===== config.mk =====
export PLATFORM = sky130hd
export DESIGN_NAME = checksummed_register_frame_master_top
export DESIGN_NICKNAME = d
export VERILOG_FILES = /design/src/crfm_pkg.sv /design/src/crfm_front.sv /design/src/crfm_queue.sv /design/src/crfm_back.sv /design/src/checksummed_register_frame_master_top.sv
export VERILOG_INCLUDE_DIRS = /design/src /design/src/src
export SDC_FILE = /design/constraint.sdc
export NUM_CORES = 1
export LEC_CHECK = 0
export ABC_CLOCK_PERIOD_IN_PS = 7400
export BUFFER_PORTS_ARGS = -buffer_cell sky130_fd_sc_hd__buf_2
export CAP_MARGIN = 15
export CORE_MARGIN = 2
export CORE_UTILIZATION = 50
export DETAILED_ROUTE_END_ITERATION = 10
export PLACE_DENSITY = 0.8
export SETUP_SLACK_MARGIN = 0.15
export SLEW_MARGIN = 20
export SYNTH_ARGS = -nofsm -noshare
export SYNTH_HDL_FRONTEND = slang
export SYNTH_SLANG_ARGS = --single-unit

===== constraint.sdc =====
create_clock -name clk -period 7.4 [get_ports clk]
set_clock_uncertainty 0.2 [all_clocks]
set_input_delay 1.48 -clock clk [delete_from_list [all_inputs] [get_ports clk]]
set_output_delay 1.48 -clock clk [all_outputs]
set_load 0.05 [all_outputs]

===== src/checksummed_register_frame_master_top_macros.svh =====
// assertion macros shared by the frame master modules
`ifndef CHECKSUMMED_REGISTER_FRAME_MASTER_TOP_MACROS_SVH
`define CHECKSUMMED_REGISTER_FRAME_MASTER_TOP_MACROS_SVH

// same-cycle implication
`define CRFM_ASSERT_IMPLY(lbl, ck, rn, ante, cons) \
  lbl: assert property (@(posedge ck) disable iff (!rn) (ante) |-> (cons)) \
    else $error("crfm same-cycle check failed");

// next-cycle implication
`define CRFM_ASSERT_NEXT(lbl, ck, rn, ante, cons) \
  lbl: assert property (@(posedge ck) disable iff (!rn) (ante) |=> (cons)) \
    else $error("crfm next-cycle check failed");

`endif


===== src/crfm_pkg.sv =====
// ----------------------------------------------------------------------------
// crfm_pkg
// Types, codes and constants of the checksummed register frame master.
// ----------------------------------------------------------------------------
package crfm_pkg;

  localparam int MAX_DATA_BYTES = 4;
  localparam logic [2:0] COUNT_LIMIT = (MAX_DATA_BYTES > 4) ? 3'd4 : 3'(MAX_DATA_BYTES);

  localparam logic [1:0] OP_WRITE = 2'd0;
  localparam logic [1:0] OP_READ  = 2'd1;
  localparam logic [1:0] OP_RX    = 2'd2;

  localparam logic [1:0] JOB_REJECT    = 2'd0;
  localparam logic [1:0] JOB_WRITE     = 2'd1;
  localparam logic [1:0] JOB_READ_HDR  = 2'd2;
  localparam logic [1:0] JOB_READ_DONE = 2'd3;

  localparam int QUEUE_DEPTH = 2;
  localparam int QUEUE_PTR_W = (QUEUE_DEPTH > 1) ? $clog2(QUEUE_DEPTH) : 1;
  localparam int QUEUE_CNT_W = $clog2(QUEUE_DEPTH + 1);

  typedef struct packed {
    logic [1:0]  op;
    logic [11:0] address;
    logic [2:0]  byte_count;
    logic [31:0] write_data;
    logic [7:0]  rx_byte;
  } in_item_t;

  typedef struct packed {
    logic        tx_valid;
    logic [7:0]  tx_byte;
    logic        frame_last;
    logic        read_done;
    logic [31:0] read_data;
    logic        checksum_ok;
    logic        request_rejected;
  } out_item_t;

  typedef struct packed {
    logic [1:0]  kind;
    logic [7:0]  lo;
    logic [7:0]  cmd;
    logic [2:0]  cnt;
    logic [31:0] data;
    logic        ok;
  } job_t;

  typedef struct packed {
    logic full;
  } queue_ctl_t;

endpackage


===== src/crfm_front.sv =====
// ----------------------------------------------------------------------------
// crfm_front
// Accepts requests and received bytes, keeps the read state, queues jobs.
// ----------------------------------------------------------------------------
module crfm_front (
  input  logic               clk,
  input  logic               rst_n,
  input  logic               in_valid,
  output logic               in_stall,
  input  crfm_pkg::in_item_t in_data,
  input  logic               q_full,
  output logic               q_push,
  output crfm_pkg::job_t     q_job
);

  logic        read_active_r, read_active_nxt;
  logic [2:0]  bytes_left_r, bytes_left_nxt;
  logic [7:0]  running_sum_r, running_sum_nxt;
  logic [31:0] data_accum_r, data_accum_nxt;

  logic       accept;
  logic       is_req;
  logic       cnt_bad;
  logic [7:0] lo;
  logic [7:0] cmd;

  assign in_stall = q_full;
  assign accept   = in_valid && !q_full;
  assign is_req   = (in_data.op == crfm_pkg::OP_WRITE) || (in_data.op == crfm_pkg::OP_READ);
  assign cnt_bad  = (in_data.byte_count == 3'd0) ||
                    (in_data.byte_count > crfm_pkg::COUNT_LIMIT);
  assign lo       = in_data.address[7:0];
  assign cmd      = {in_data.op == crfm_pkg::OP_WRITE, in_data.address[10:8], 4'b0000};

  always_comb begin
    read_active_nxt = read_active_r;
    bytes_left_nxt  = bytes_left_r;
    running_sum_nxt = running_sum_r;
    data_accum_nxt  = data_accum_r;
    q_push          = 1'b0;
    q_job           = '0;
    q_job.lo        = lo;
    q_job.cmd       = cmd;
    q_job.cnt       = in_data.byte_count;
    if (accept) begin
      if (is_req) begin
        q_push = 1'b1;
        if (read_active_r || cnt_bad) begin
          q_job.kind = crfm_pkg::JOB_REJECT;
        end else if (in_data.op == crfm_pkg::OP_WRITE) begin
          q_job.kind = crfm_pkg::JOB_WRITE;
          q_job.data = in_data.write_data;
        end else begin
          q_job.kind      = crfm_pkg::JOB_READ_HDR;
          read_active_nxt = 1'b1;
          bytes_left_nxt  = in_data.byte_count;
          running_sum_nxt = lo + cmd;
          data_accum_nxt  = '0;
        end
      end else if ((in_data.op == crfm_pkg::OP_RX) && read_active_r) begin
        if (bytes_left_r != 3'd0) begin
          data_accum_nxt  = {data_accum_r[23:0], in_data.rx_byte};
          running_sum_nxt = running_sum_r + in_data.rx_byte;
          bytes_left_nxt  = bytes_left_r - 3'd1;
        end else begin
          q_push          = 1'b1;
          q_job.kind      = crfm_pkg::JOB_READ_DONE;
          q_job.data      = data_accum_r;
          q_job.ok        = (in_data.rx_byte == ~running_sum_r);
          read_active_nxt = 1'b0;
        end
      end
    end
  end

  always_ff @(posedge clk) begin
    if (!rst_n) begin
      read_active_r <= 1'b0;
      bytes_left_r  <= '0;
      running_sum_r <= '0;
      data_accum_r  <= '0;
    end else begin
      read_active_r <= read_active_nxt;
      bytes_left_r  <= bytes_left_nxt;
      running_sum_r <= running_sum_nxt;
      data_accum_r  <= data_accum_nxt;
    end
  end

endmodule


===== src/crfm_queue.sv =====
// ----------------------------------------------------------------------------
// crfm_queue
// Short job queue between the front and the back.
// ----------------------------------------------------------------------------
`include "checksummed_register_frame_master_top_macros.svh"

module crfm_queue (
  input  logic                 clk,
  input  logic                 rst_n,
  input  logic                 push_i,
  input  crfm_pkg::job_t       job_i,
  input  logic                 pop_i,
  output logic                 valid_o,
  output crfm_pkg::job_t       job_o,
  output crfm_pkg::queue_ctl_t ctl_o
);

  crfm_pkg::job_t                     mem_r [crfm_pkg::QUEUE_DEPTH];
  logic [crfm_pkg::QUEUE_PTR_W-1:0]   wr_ptr_r, wr_ptr_nxt;
  logic [crfm_pkg::QUEUE_PTR_W-1:0]   rd_ptr_r, rd_ptr_nxt;
  logic [crfm_pkg::QUEUE_CNT_W-1:0]   count_r, count_nxt;
  logic                               full;
  logic                               do_pop;

  localparam logic [crfm_pkg::QUEUE_PTR_W-1:0] LAST_PTR =
    crfm_pkg::QUEUE_PTR_W'(crfm_pkg::QUEUE_DEPTH - 1);

  assign full      = (count_r == crfm_pkg::QUEUE_CNT_W'(crfm_pkg::QUEUE_DEPTH));
  assign valid_o   = (count_r != '0);
  assign job_o     = mem_r[rd_ptr_r];
  assign do_pop    = pop_i && valid_o;
  assign ctl_o.full = full;

  always_comb begin
    wr_ptr_nxt = wr_ptr_r;
    rd_ptr_nxt = rd_ptr_r;
    count_nxt  = count_r;
    if (push_i) begin
      wr_ptr_nxt = (wr_ptr_r == LAST_PTR) ? '0 : wr_ptr_r + 1'b1;
    end
    if (do_pop) begin
      rd_ptr_nxt = (rd_ptr_r == LAST_PTR) ? '0 : rd_ptr_r + 1'b1;
    end
    if (push_i && !do_pop) begin
      count_nxt = count_r + 1'b1;
    end else if (!push_i && do_pop) begin
      count_nxt = count_r - 1'b1;
    end
  end

  always_ff @(posedge clk) begin
    if (push_i) begin
      mem_r[wr_ptr_r] <= job_i;
    end
  end

  always_ff @(posedge clk) begin
    if (!rst_n) begin
      wr_ptr_r <= '0;
      rd_ptr_r <= '0;
      count_r  <= '0;
    end else begin
      wr_ptr_r <= wr_ptr_nxt;
      rd_ptr_r <= rd_ptr_nxt;
      count_r  <= count_nxt;
    end
  end

  `CRFM_ASSERT_IMPLY(a_no_overflow, clk, rst_n, push_i, !full)

endmodule


===== src/crfm_back.sv =====
// ----------------------------------------------------------------------------
// crfm_back
// Expands queued jobs into frame bytes and status results, one per cycle while busy and not stalled.
// ----------------------------------------------------------------------------
`include "checksummed_register_frame_master_top_macros.svh"

module crfm_back (
  input  logic                clk,
  input  logic                rst_n,
  input  logic                q_valid,
  input  crfm_pkg::job_t      q_job,
  output logic                q_pop,
  output logic                out_valid,
  input  logic                out_stall,
  output crfm_pkg::out_item_t out_data
);

  logic                busy_r, busy_nxt;
  crfm_pkg::job_t      job_r, job_nxt;
  logic [2:0]          idx_r, idx_nxt;
  logic [7:0]          sum_r, sum_nxt;
  logic                out_valid_r, out_valid_nxt;
  crfm_pkg::out_item_t out_data_r, out_data_nxt;

  logic                slot_free;
  logic                emit;
  crfm_pkg::out_item_t res;
  logic [2:0]          byte_idx;
  logic [31:0]         shifted;
  logic                in_data_bytes;

  assign slot_free     = !out_valid_r || !out_stall;
  assign emit          = busy_r && slot_free;
  assign q_pop         = !busy_r && q_valid;
  assign byte_idx      = job_r.cnt + 3'd1 - idx_r;
  assign shifted       = job_r.data >> {byte_idx[1:0], 3'b000};
  assign in_data_bytes = ({1'b0, idx_r} < ({1'b0, job_r.cnt} + 4'd2));
  assign out_valid     = out_valid_r;
  assign out_data      = out_data_r;

  always_comb begin
    res = '0;
    unique case (job_r.kind)
      crfm_pkg::JOB_REJECT: begin
        res.request_rejected = 1'b1;
        res.frame_last       = 1'b1;
      end
      crfm_pkg::JOB_READ_DONE: begin
        res.read_done   = 1'b1;
        res.frame_last  = 1'b1;
        res.read_data   = job_r.data;
        res.checksum_ok = job_r.ok;
      end
      crfm_pkg::JOB_READ_HDR: begin
        res.tx_valid   = 1'b1;
        res.tx_byte    = (idx_r == 3'd0) ? job_r.lo : job_r.cmd;
        res.frame_last = (idx_r != 3'd0);
      end
      default: begin
        res.tx_valid = 1'b1;
        priority if (idx_r == 3'd0) begin
          res.tx_byte = job_r.lo;
        end else if (idx_r == 3'd1) begin
          res.tx_byte = job_r.cmd;
        end else if (in_data_bytes) begin
          res.tx_byte = shifted[7:0];
        end else begin
          res.tx_byte    = ~sum_r;
          res.frame_last = 1'b1;
        end
      end
    endcase
  end

  always_comb begin
    busy_nxt      = busy_r;
    job_nxt       = job_r;
    idx_nxt       = idx_r;
    sum_nxt       = sum_r;
    out_valid_nxt = out_valid_r;
    out_data_nxt  = out_data_r;
    if (q_pop) begin
      busy_nxt = 1'b1;
      job_nxt  = q_job;
      idx_nxt  = '0;
      sum_nxt  = '0;
    end
    if (slot_free) begin
      out_valid_nxt = emit;
      out_data_nxt  = res;
    end
    if (emit) begin
      idx_nxt = idx_r + 3'd1;
      sum_nxt = sum_r + res.tx_byte;
      if (res.frame_last) begin
        busy_nxt = 1'b0;
      end
    end
  end

  always_ff @(posedge clk) begin
    job_r        <= job_nxt;
    idx_r        <= idx_nxt;
    sum_r        <= sum_nxt;
    out_data_r   <= out_data_nxt;
  end

  always_ff @(posedge clk) begin
    if (!rst_n) begin
      busy_r      <= 1'b0;
      out_valid_r <= 1'b0;
    end else begin
      busy_r      <= busy_nxt;
      out_valid_r <= out_valid_nxt;
    end
  end

  `CRFM_ASSERT_IMPLY(a_done_is_last, clk, rst_n, out_valid_r && out_data_r.read_done, out_data_r.frame_last && !out_data_r.tx_valid)
  `CRFM_ASSERT_IMPLY(a_idx_bound, clk, rst_n, busy_r, idx_r <= 3'd6)
  `CRFM_ASSERT_NEXT(a_last_frees, clk, rst_n, emit && res.frame_last, !busy_r)

endmodule


===== src/checksummed_register_frame_master_top.sv =====
// an accepted item's first result passes the job queue, the back unit's job
//   register and the output register; the back unit takes one job at a time and
//   emits write: lo, cmd, data, checksum; read header: lo, cmd; other: one result
// the input takes one item per cycle while the 2-entry job queue has room
// reset: synchronous active-low rst_n clears the read state, queue and output valid
// ----------------------------------------------------------------------------
// checksummed_register_frame_master_top
// Register-access frame master: builds write frames with an inverted sum checksum
// and read header frames, and checks the inverted sum checksum of read replies.
// ----------------------------------------------------------------------------
module checksummed_register_frame_master_top (
  input  logic                clk,
  input  logic                rst_n,
  input  logic                in_valid,
  output logic                in_stall,
  input  crfm_pkg::in_item_t  in_data,
  output logic                out_valid,
  input  logic                out_stall,
  output crfm_pkg::out_item_t out_data
);

  logic                 q_push;
  crfm_pkg::job_t       push_job;
  logic                 q_pop;
  logic                 q_valid;
  crfm_pkg::job_t       head_job;
  crfm_pkg::queue_ctl_t q_ctl;

  crfm_front u_front (
    .clk      (clk),
    .rst_n    (rst_n),
    .in_valid (in_valid),
    .in_stall (in_stall),
    .in_data  (in_data),
    .q_full   (q_ctl.full),
    .q_push   (q_push),
    .q_job    (push_job)
  );

  crfm_queue u_queue (
    .clk     (clk),
    .rst_n   (rst_n),
    .push_i  (q_push),
    .job_i   (push_job),
    .pop_i   (q_pop),
    .valid_o (q_valid),
    .job_o   (head_job),
    .ctl_o   (q_ctl)
  );

  crfm_back u_back (
    .clk       (clk),
    .rst_n     (rst_n),
    .q_valid   (q_valid),
    .q_job     (head_job),
    .q_pop     (q_pop),
    .out_valid (out_valid),
    .out_stall (out_stall),
    .out_data  (out_data)
  );

endmodule


==> impl_metrics.py, run 1 <==
metrics = {
    "layout": {
        "nFillCells": 1698,
        "n_antenna_cell": 0,
        "nets": 991,
        "design_area_sq_mm": 0.0129,
        "drive_above_1_share": 0.237,
        "final_cell_count_no_fill": 1194,
        "area_growth_pct": 16.4,
        "final_cell_mix": "edfxtp_1, buf_2, nor2_1",
        "mostFrequentLayoutCell": "edfxtp_1",
        "register_area_sq_mm": 0.00719,
        "multi_input_area_sq_mm": 0.00364,
    },
    "yosys": {
        "ys_async_sr_fraction": 0,
        "synthCells": 787,
        "synthesis.nets": 883,
        "synth_area_sq_mm": 0.0110,
        "ys.warnings.count": 0,
        "syn_area_per_cell_sq_um": 14.0,
        "ys_seq_area_frac": 0.651,
        "synth_edf_count": 206,
        "ys.flop_type": "edfxtp_1",
        "ys_seq_elements": 256,
        "netlist-cell-type-count": 48,
    },
    "die": {
        "core_sq_mm": 0.0218,
        "io-pin-count": 108,
        "die_h_microns": 153,
        "initial_utilization": 0.507,
        "row_count": 54,
        "dieArea_sq_mm": 0.0233,
        "die_w_microns": 153,
    },
    "timing": {
        "clock.fmax_mhz": 245,
        "drv_slew": 0,
        "setup_viol": 0,
        "worst_slew_pin_slew_ns": 0.967,
        "fin_crit_sh": 0.551,
        "tns_ns": 0,
        "hold_viol": 0,
        "rsz0062_at_grt": "false",
        "slew_headroom": 0.355,
        "fin_crit_ns": 4.08,
    },
    "run_status": {
        "outcome": "complete, no violations",
    },
    "global_route": {
        "first_global_vias": 6442,
        "grtUsageTotal": 0.185,
        "grt_overflow_total": 0,
        "grt_first_pass_wirelength_mm": 34.4,
        "antenna_found_initial": 0,
        "grt_max_degree": 58,
    },
    "clock_network": {
        "cts.sinks": 256,
        "ctsHoldBuffers": 0,
        "htreeDepth": 1,
        "clk_latency_ns": 0.53,
        "cts_made_buffers": 25,
        "root_buffer": "clkbuf_16",
        "clk_pin_slew_worst_paths_ns": 0.06,
        "post-cts-setup-buffer-count": 0,
        "tritoncts": "done",
        "cts_resized": 0,
        "clk_path_buf_depth": 3,
    },
    "route": {
        "wl_met2_mm": 10.2,
        "via_count": 6442,
        "viasPerCell": 5.40,
        "wl_mm": 21.6,
        "wl_per_cell_microns": 18.1,
        "drt_drc_violations_left": 0,
        "route.antenna.remaining_nets": 0,
        "wl_met3_microns": 946,
        "drt-met1-wl_mm": 10.0,
        "first_iter_violations": 395,
        "top_layer": "met4",
        "first_pass_iters": 5,
    },
    "hold_path": {
        "hold_class": "reg -> reg",
    },
    "critical_path": {
        "cp_slowest_cell": "o21bai_2",
        "path_cells": "ha_1 -> inv_1 -> ha_1 -> o21a_1 -> o21bai_2 -> nor2_1 -> a21oi_1 -> o21ai_1 -> ha_1 -> fa_1 -> a21o_1 -> a21oi_1 -> o21bai_1 -> a21oi_1 -> xor2_1 -> nor2_1",
        "max_stage_delay_ns": 0.51,
        "arrival_ns": 4.14,
        "worstSetupEndpointType": "flip-flop",
        "required_ns": 7.46,
        "crit_fanout": 18,
        "cp-start-kind": "flip-flop",
        "crit_type": "reg -> reg",
    },
    "run": {
        "cap_violations": 0,
    },
    "power_and_ir_drop": {
        "p_leak_nw": 5.05,
        "vdd_drop_max_mv": 0.228,
        "p_per_area_mw_per_mm2": 413,
    },
    "place": {
        "hpwl_mm": 14.6,
        "port_buffers": 106,
        "gp_congestion": 0.848,
        "placed_cells": 1148,
        "placedInstanceArea_sq_mm": 0.0119,
    },
}
==> report_power, final <==
part	internal, mW	switching, mW
Sequential	1.98	0.132
Combinational	0.583	1.14
Clock	0.937	0.538
Total	3.50	1.81
==> sequential cells by signal (all words and copies together) (netlist names) <==
name                   cells
u_queue.mem_r            100
u_back.job_r              50
u_back.out_data           45
u_front.data_accum_r      32
u_back.sum_r               8
u_front.running_sum_r      8
u_back.idx_r               3
u_front.bytes_left_r       3
u_queue.count_r            2
u_back.busy_r              1
u_back.out_valid           1
u_front.read_active_r      1
u_queue.rd_ptr_r           1
u_queue.wr_ptr_r           1
==> metal layers <==
| layer | GRT usage | up-vias |
|---|---|---|
| met5 | 0 | - |
| met4 | 0.0547 | 0 |
| met3 | 0.0284 | 29 |
| met2 | 0.294 | 172 |
| met1 | 0.266 | 3114 |
| li1 | - | 3127 |
==> through the flow <==
stage	utilization	hold slack (ns)	power, mW	setup slack [ns]
floorplan	-	0.231	3.40	2.38
global placement	0.546	0.238	3.80	3.16
detailed placement	0.546	0.250	3.85	3.00
CTS	0.591	0.259	5.33	2.98
global route	0.591	0.293	5.56	2.99
finish	0.591	0.257	5.31	3.32
==> worst max-delay path: cells and delay by family, from the launching register on <==
kind                     cells  cell delay (ns)
buffers and inverters        1             0.05
XOR/XNOR                     1             0.17
AND/OR/NAND/NOR              2             0.13
AO/OA/AOI/OAI                8             1.57
adder cells (fa/ha/maj)      4             1.30
flip-flops                   1             0.40
==> cells by family (layout without fill, tap and decap cells) <==
logic type,Yosys count,in the layout,share of synthesized area
DFF,256,256,0.651
and+or+nand+nor,197,197,0.0919
buffers and inverters,61,188,0.0210
AOI/OAI and AO/OA,124,124,0.0752
adders and majority gates,35,35,0.0417
muxes,96,96,0.104
xor gates and xnor gates,18,18,0.0150
==> Yosys cell counts (7+ instances only) <==
cell type / number / area (sq um)
and2_1: 37 / 231
mux2_2: 50 / 563
xnor2_1: 10 / 87.6
ha_1: 32 / 400
nor2b_1: 42 / 263
nor2_1: 59 / 221
clkbuf_1: 30 / 113
nand2_1: 25 / 93.8
mux4_1: 7 / 184
edfxtp_1: 206 / 6190
a22oi_1: 32 / 240
xor2_1: 7 / 61.3
mux2i_1: 38 / 380
inv_1: 27 / 101
a21o_1: 7 / 52.6
nand2b_1: 7 / 43.8
nor3_1: 7 / 35.0
a21oi_1: 26 / 130
dfxtp_1: 50 / 1000
o21ai_0: 15 / 75.1
==> area by class of cell <==
class,count,area share
inverters,27,0.00789
repair buffers,115,0.0465
multi-input cells,470,0.283
clock inverters,14,0.0229
well taps,280,0.0273
clock buffers,32,0.0531
flip-flops and latches,256,0.559
==> path summary, 6_finish.rpt <==
path / from / endpoint / slack [ns] / cells after the start
worst min register to register: u_front.bytes_left_r[1] / u_front.bytes_left_r[1] / 0.26 / 2
worst max register to register: u_back.job_r[34] / u_back.sum_r[6] / 3.32 / 16
worst max-delay path: u_back.job_r[34] / u_back.sum_r[6] / 3.32 / 16
worst min-delay path: u_front.bytes_left_r[1] / u_front.bytes_left_r[1] / 0.26 / 2
No activity file was read; power rests on OpenSTA's default activity.
==> run 2, diff against run 1 <==
--- a/config.mk
+++ b/config.mk
@@ -6,13 +6,13 @@
 export SDC_FILE = /design/constraint.sdc
 export NUM_CORES = 1
 export LEC_CHECK = 0
-export ABC_CLOCK_PERIOD_IN_PS = 7400
+export ABC_CLOCK_PERIOD_IN_PS = 3700
 export BUFFER_PORTS_ARGS = -buffer_cell sky130_fd_sc_hd__buf_2
 export CAP_MARGIN = 15
 export CORE_MARGIN = 2
 export CORE_UTILIZATION = 50
 export DETAILED_ROUTE_END_ITERATION = 10
-export PLACE_DENSITY = 0.8
+export PLACE_DENSITY = 0.83
 export SETUP_SLACK_MARGIN = 0.15
 export SLEW_MARGIN = 20
 export SYNTH_ARGS = -nofsm -noshare
==> constraint.sdc (replaced) <==
create_clock -name clk -period 3.7 [get_ports clk]
set_clock_uncertainty 0.2 [all_clocks]
set_input_delay 0.74 -clock clk [delete_from_list [all_inputs] [get_ports clk]]
set_output_delay 0.74 -clock clk [all_outputs]
set_load 0.05 [all_outputs]
==> run 2 against run 1 <==
  * Critical path depth fell by 2
  * Die area did not move
  * Count of clock-buffer cells in the layout did not move
  * Worst hold slack got worse by 0.026 ns
  * Cell area rose by 1.1%
  * Sequential power rose by 110%
  * Sequential cell count did not move
  * Sequential share of layout area fell by 0.56 points
  * Utilization rose by 0.62 points
  * Largest power group unchanged
==> impl_metrics.py, run 2 (same netlist as run 1, synthesis figures left out) <==
metrics = {
    "run_status": {
        "outcome": "complete, no violations",
    },
    "layout": {
        "register_area_sq_mm": 0.00719,
        "nets": 1011,
        "n_antenna_cell": 0,
        "final_cell_mix": "edfxtp_1, buf_2, nor2_1",
        "final_cell_count_no_fill": 1213,
        "multi_input_area_sq_mm": 0.00374,
        "drive_above_1_share": 0.273,
        "regMostFlops": "u_queue.mem_r",
        "design_area_sq_mm": 0.0130,
        "nFillCells": 1680,
        "mostFrequentLayoutCell": "edfxtp_1",
        "area_growth_pct": 17.7,
        "largest_reg_flops": 100,
    },
    "clock_network": {
        "cts.sinks": 256,
        "clk_latency_ns": 0.53,
        "cts_made_buffers": 25,
        "clk_pin_slew_worst_paths_ns": 0.06,
        "clk_path_buf_depth": 3,
        "htreeDepth": 1,
        "root_buffer": "clkbuf_16",
        "tritoncts": "done",
    },
    "global_route": {
        "first_global_vias": 6698,
        "grt_first_pass_wirelength_mm": 35.2,
        "grt_overflow_total": 0,
        "grtUsageTotal": 0.189,
        "grt_max_degree": 52,
        "antenna_found_initial": 0,
    },
    "run": {
        "cap_violations": 0,
    },
    "timing": {
        "tns_ns": 0,
        "fin_crit_sh": 0.999,
        "fin_crit_ns": 3.69,
        "slew_headroom": 0.428,
        "hold_viol": 0,
        "setup_viol": 0,
        "drv_slew": 0,
        "worst_slew_pin_slew_ns": 0.858,
        "clock.fmax_mhz": 271,
        "rsz0062_at_grt": "true",
        "setup_slack_ns": 0.00506,
    },
    "critical_path": {
        "crit_type": "reg -> reg",
        "cp-start-kind": "flip-flop",
        "worstSetupEndpointType": "flip-flop",
        "crit_fanout": 7,
        "required_ns": 3.87,
        "arrival_ns": 3.87,
    },
    "place": {
        "placedInstanceArea_sq_mm": 0.0120,
        "hpwl_mm": 15.1,
        "placed_cells": 1159,
        "gp_congestion": 0.869,
        "port_buffers": 106,
        "place_ws_ns": -0.0281,
    },
    "die": {
        "initial_utilization": 0.507,
        "io-pin-count": 108,
        "dieArea_sq_mm": 0.0233,
        "die_h_microns": 153,
        "row_count": 54,
        "die_w_microns": 153,
        "core_sq_mm": 0.0218,
    },
    "power_and_ir_drop": {
        "vdd_drop_max_mv": 0.362,
        "p_leak_nw": 5.09,
        "p_per_area_mw_per_mm2": 820,
    },
    "route": {
        "wl_per_cell_microns": 18.3,
        "route.antenna.remaining_nets": 0,
        "first_pass_iters": 5,
        "via_count": 6517,
        "wl_mm": 22.2,
        "viasPerCell": 5.37,
        "drt_drc_violations_left": 0,
        "first_iter_violations": 285,
    },
    "hold_path": {
        "hold_class": "in -> reg",
    },
}
[run 2: final cells by class]
class | instances | share of cell area
Clock buffer | 32 | 0.0533
Clock inverter | 13 | 0.00992
Inverter | 27 | 0.00780
Multi-Input combinational cell | 470 | 0.288
Sequential cell | 256 | 0.554
Tap cell | 280 | 0.0270
Timing Repair Buffer | 135 | 0.0604
[run 2: critical path, cell delays in order (launching register included)]
cell	delay (ns)
edfxtp_1	0.42
ha_1	0.31
inv_1	0.04
ha_1	0.26
o21a_1	0.14
o21bai_4	0.26
buf_6	0.15
nor2_2	0.03
a211oi_2	0.21
nor3_2	0.09
ha_1	0.34
or4_4	0.49
and3_4	0.16
or3_4	0.32
a21oi_2	0.13
[run 2: final timing paths]
kind,startpoint,end,slack (ns),cells after the start
worst max-delay path,u_back.job_r[34],u_back.sum_r[7],0.005,14
worst min-delay path,in_data[53],u_queue.mem_r[1][38],0.23,1
worst max register to register,u_back.job_r[34],u_back.sum_r[7],0.005,14
worst min register to register,u_front.bytes_left_r[1],u_front.bytes_left_r[1],0.25,2
[run 2: what timing repair did]
action / 4_1_cts / 5_1_grt
pin swaps: 13 / 9
setup buffers: 5 / 4
hold buffers: 0 / 0
resized for setup: 14 / 8
endpoints found under the setup margin: 2 / 3
[run 2: layer usage]
metal	GRT usage	part of all wire	wire length, microns
met5	0	0	0
met4	0.0639	0.025	552
met3	0.0321	0.053	1180
met2	0.310	0.47	10500
met1	0.259	0.45	9970
[run 2: power breakdown]
part           leakage (nW)  switching, mW  internal (mW)
Combinational          2.24           2.33           1.48
Clock                 0.404           1.02           1.46
Sequential             2.45          0.382           3.96
[run 2: per-stage QoR]
step	util	hold slack (ns)	total power, mW
finish	0.597	0.232	10.6
global route	0.597	0.233	11.1
CTS	0.594	0.217	10.5
detailed placement	0.552	0.244	7.83
global placement	0.551	0.238	7.75
floorplan	-	0.231	6.87
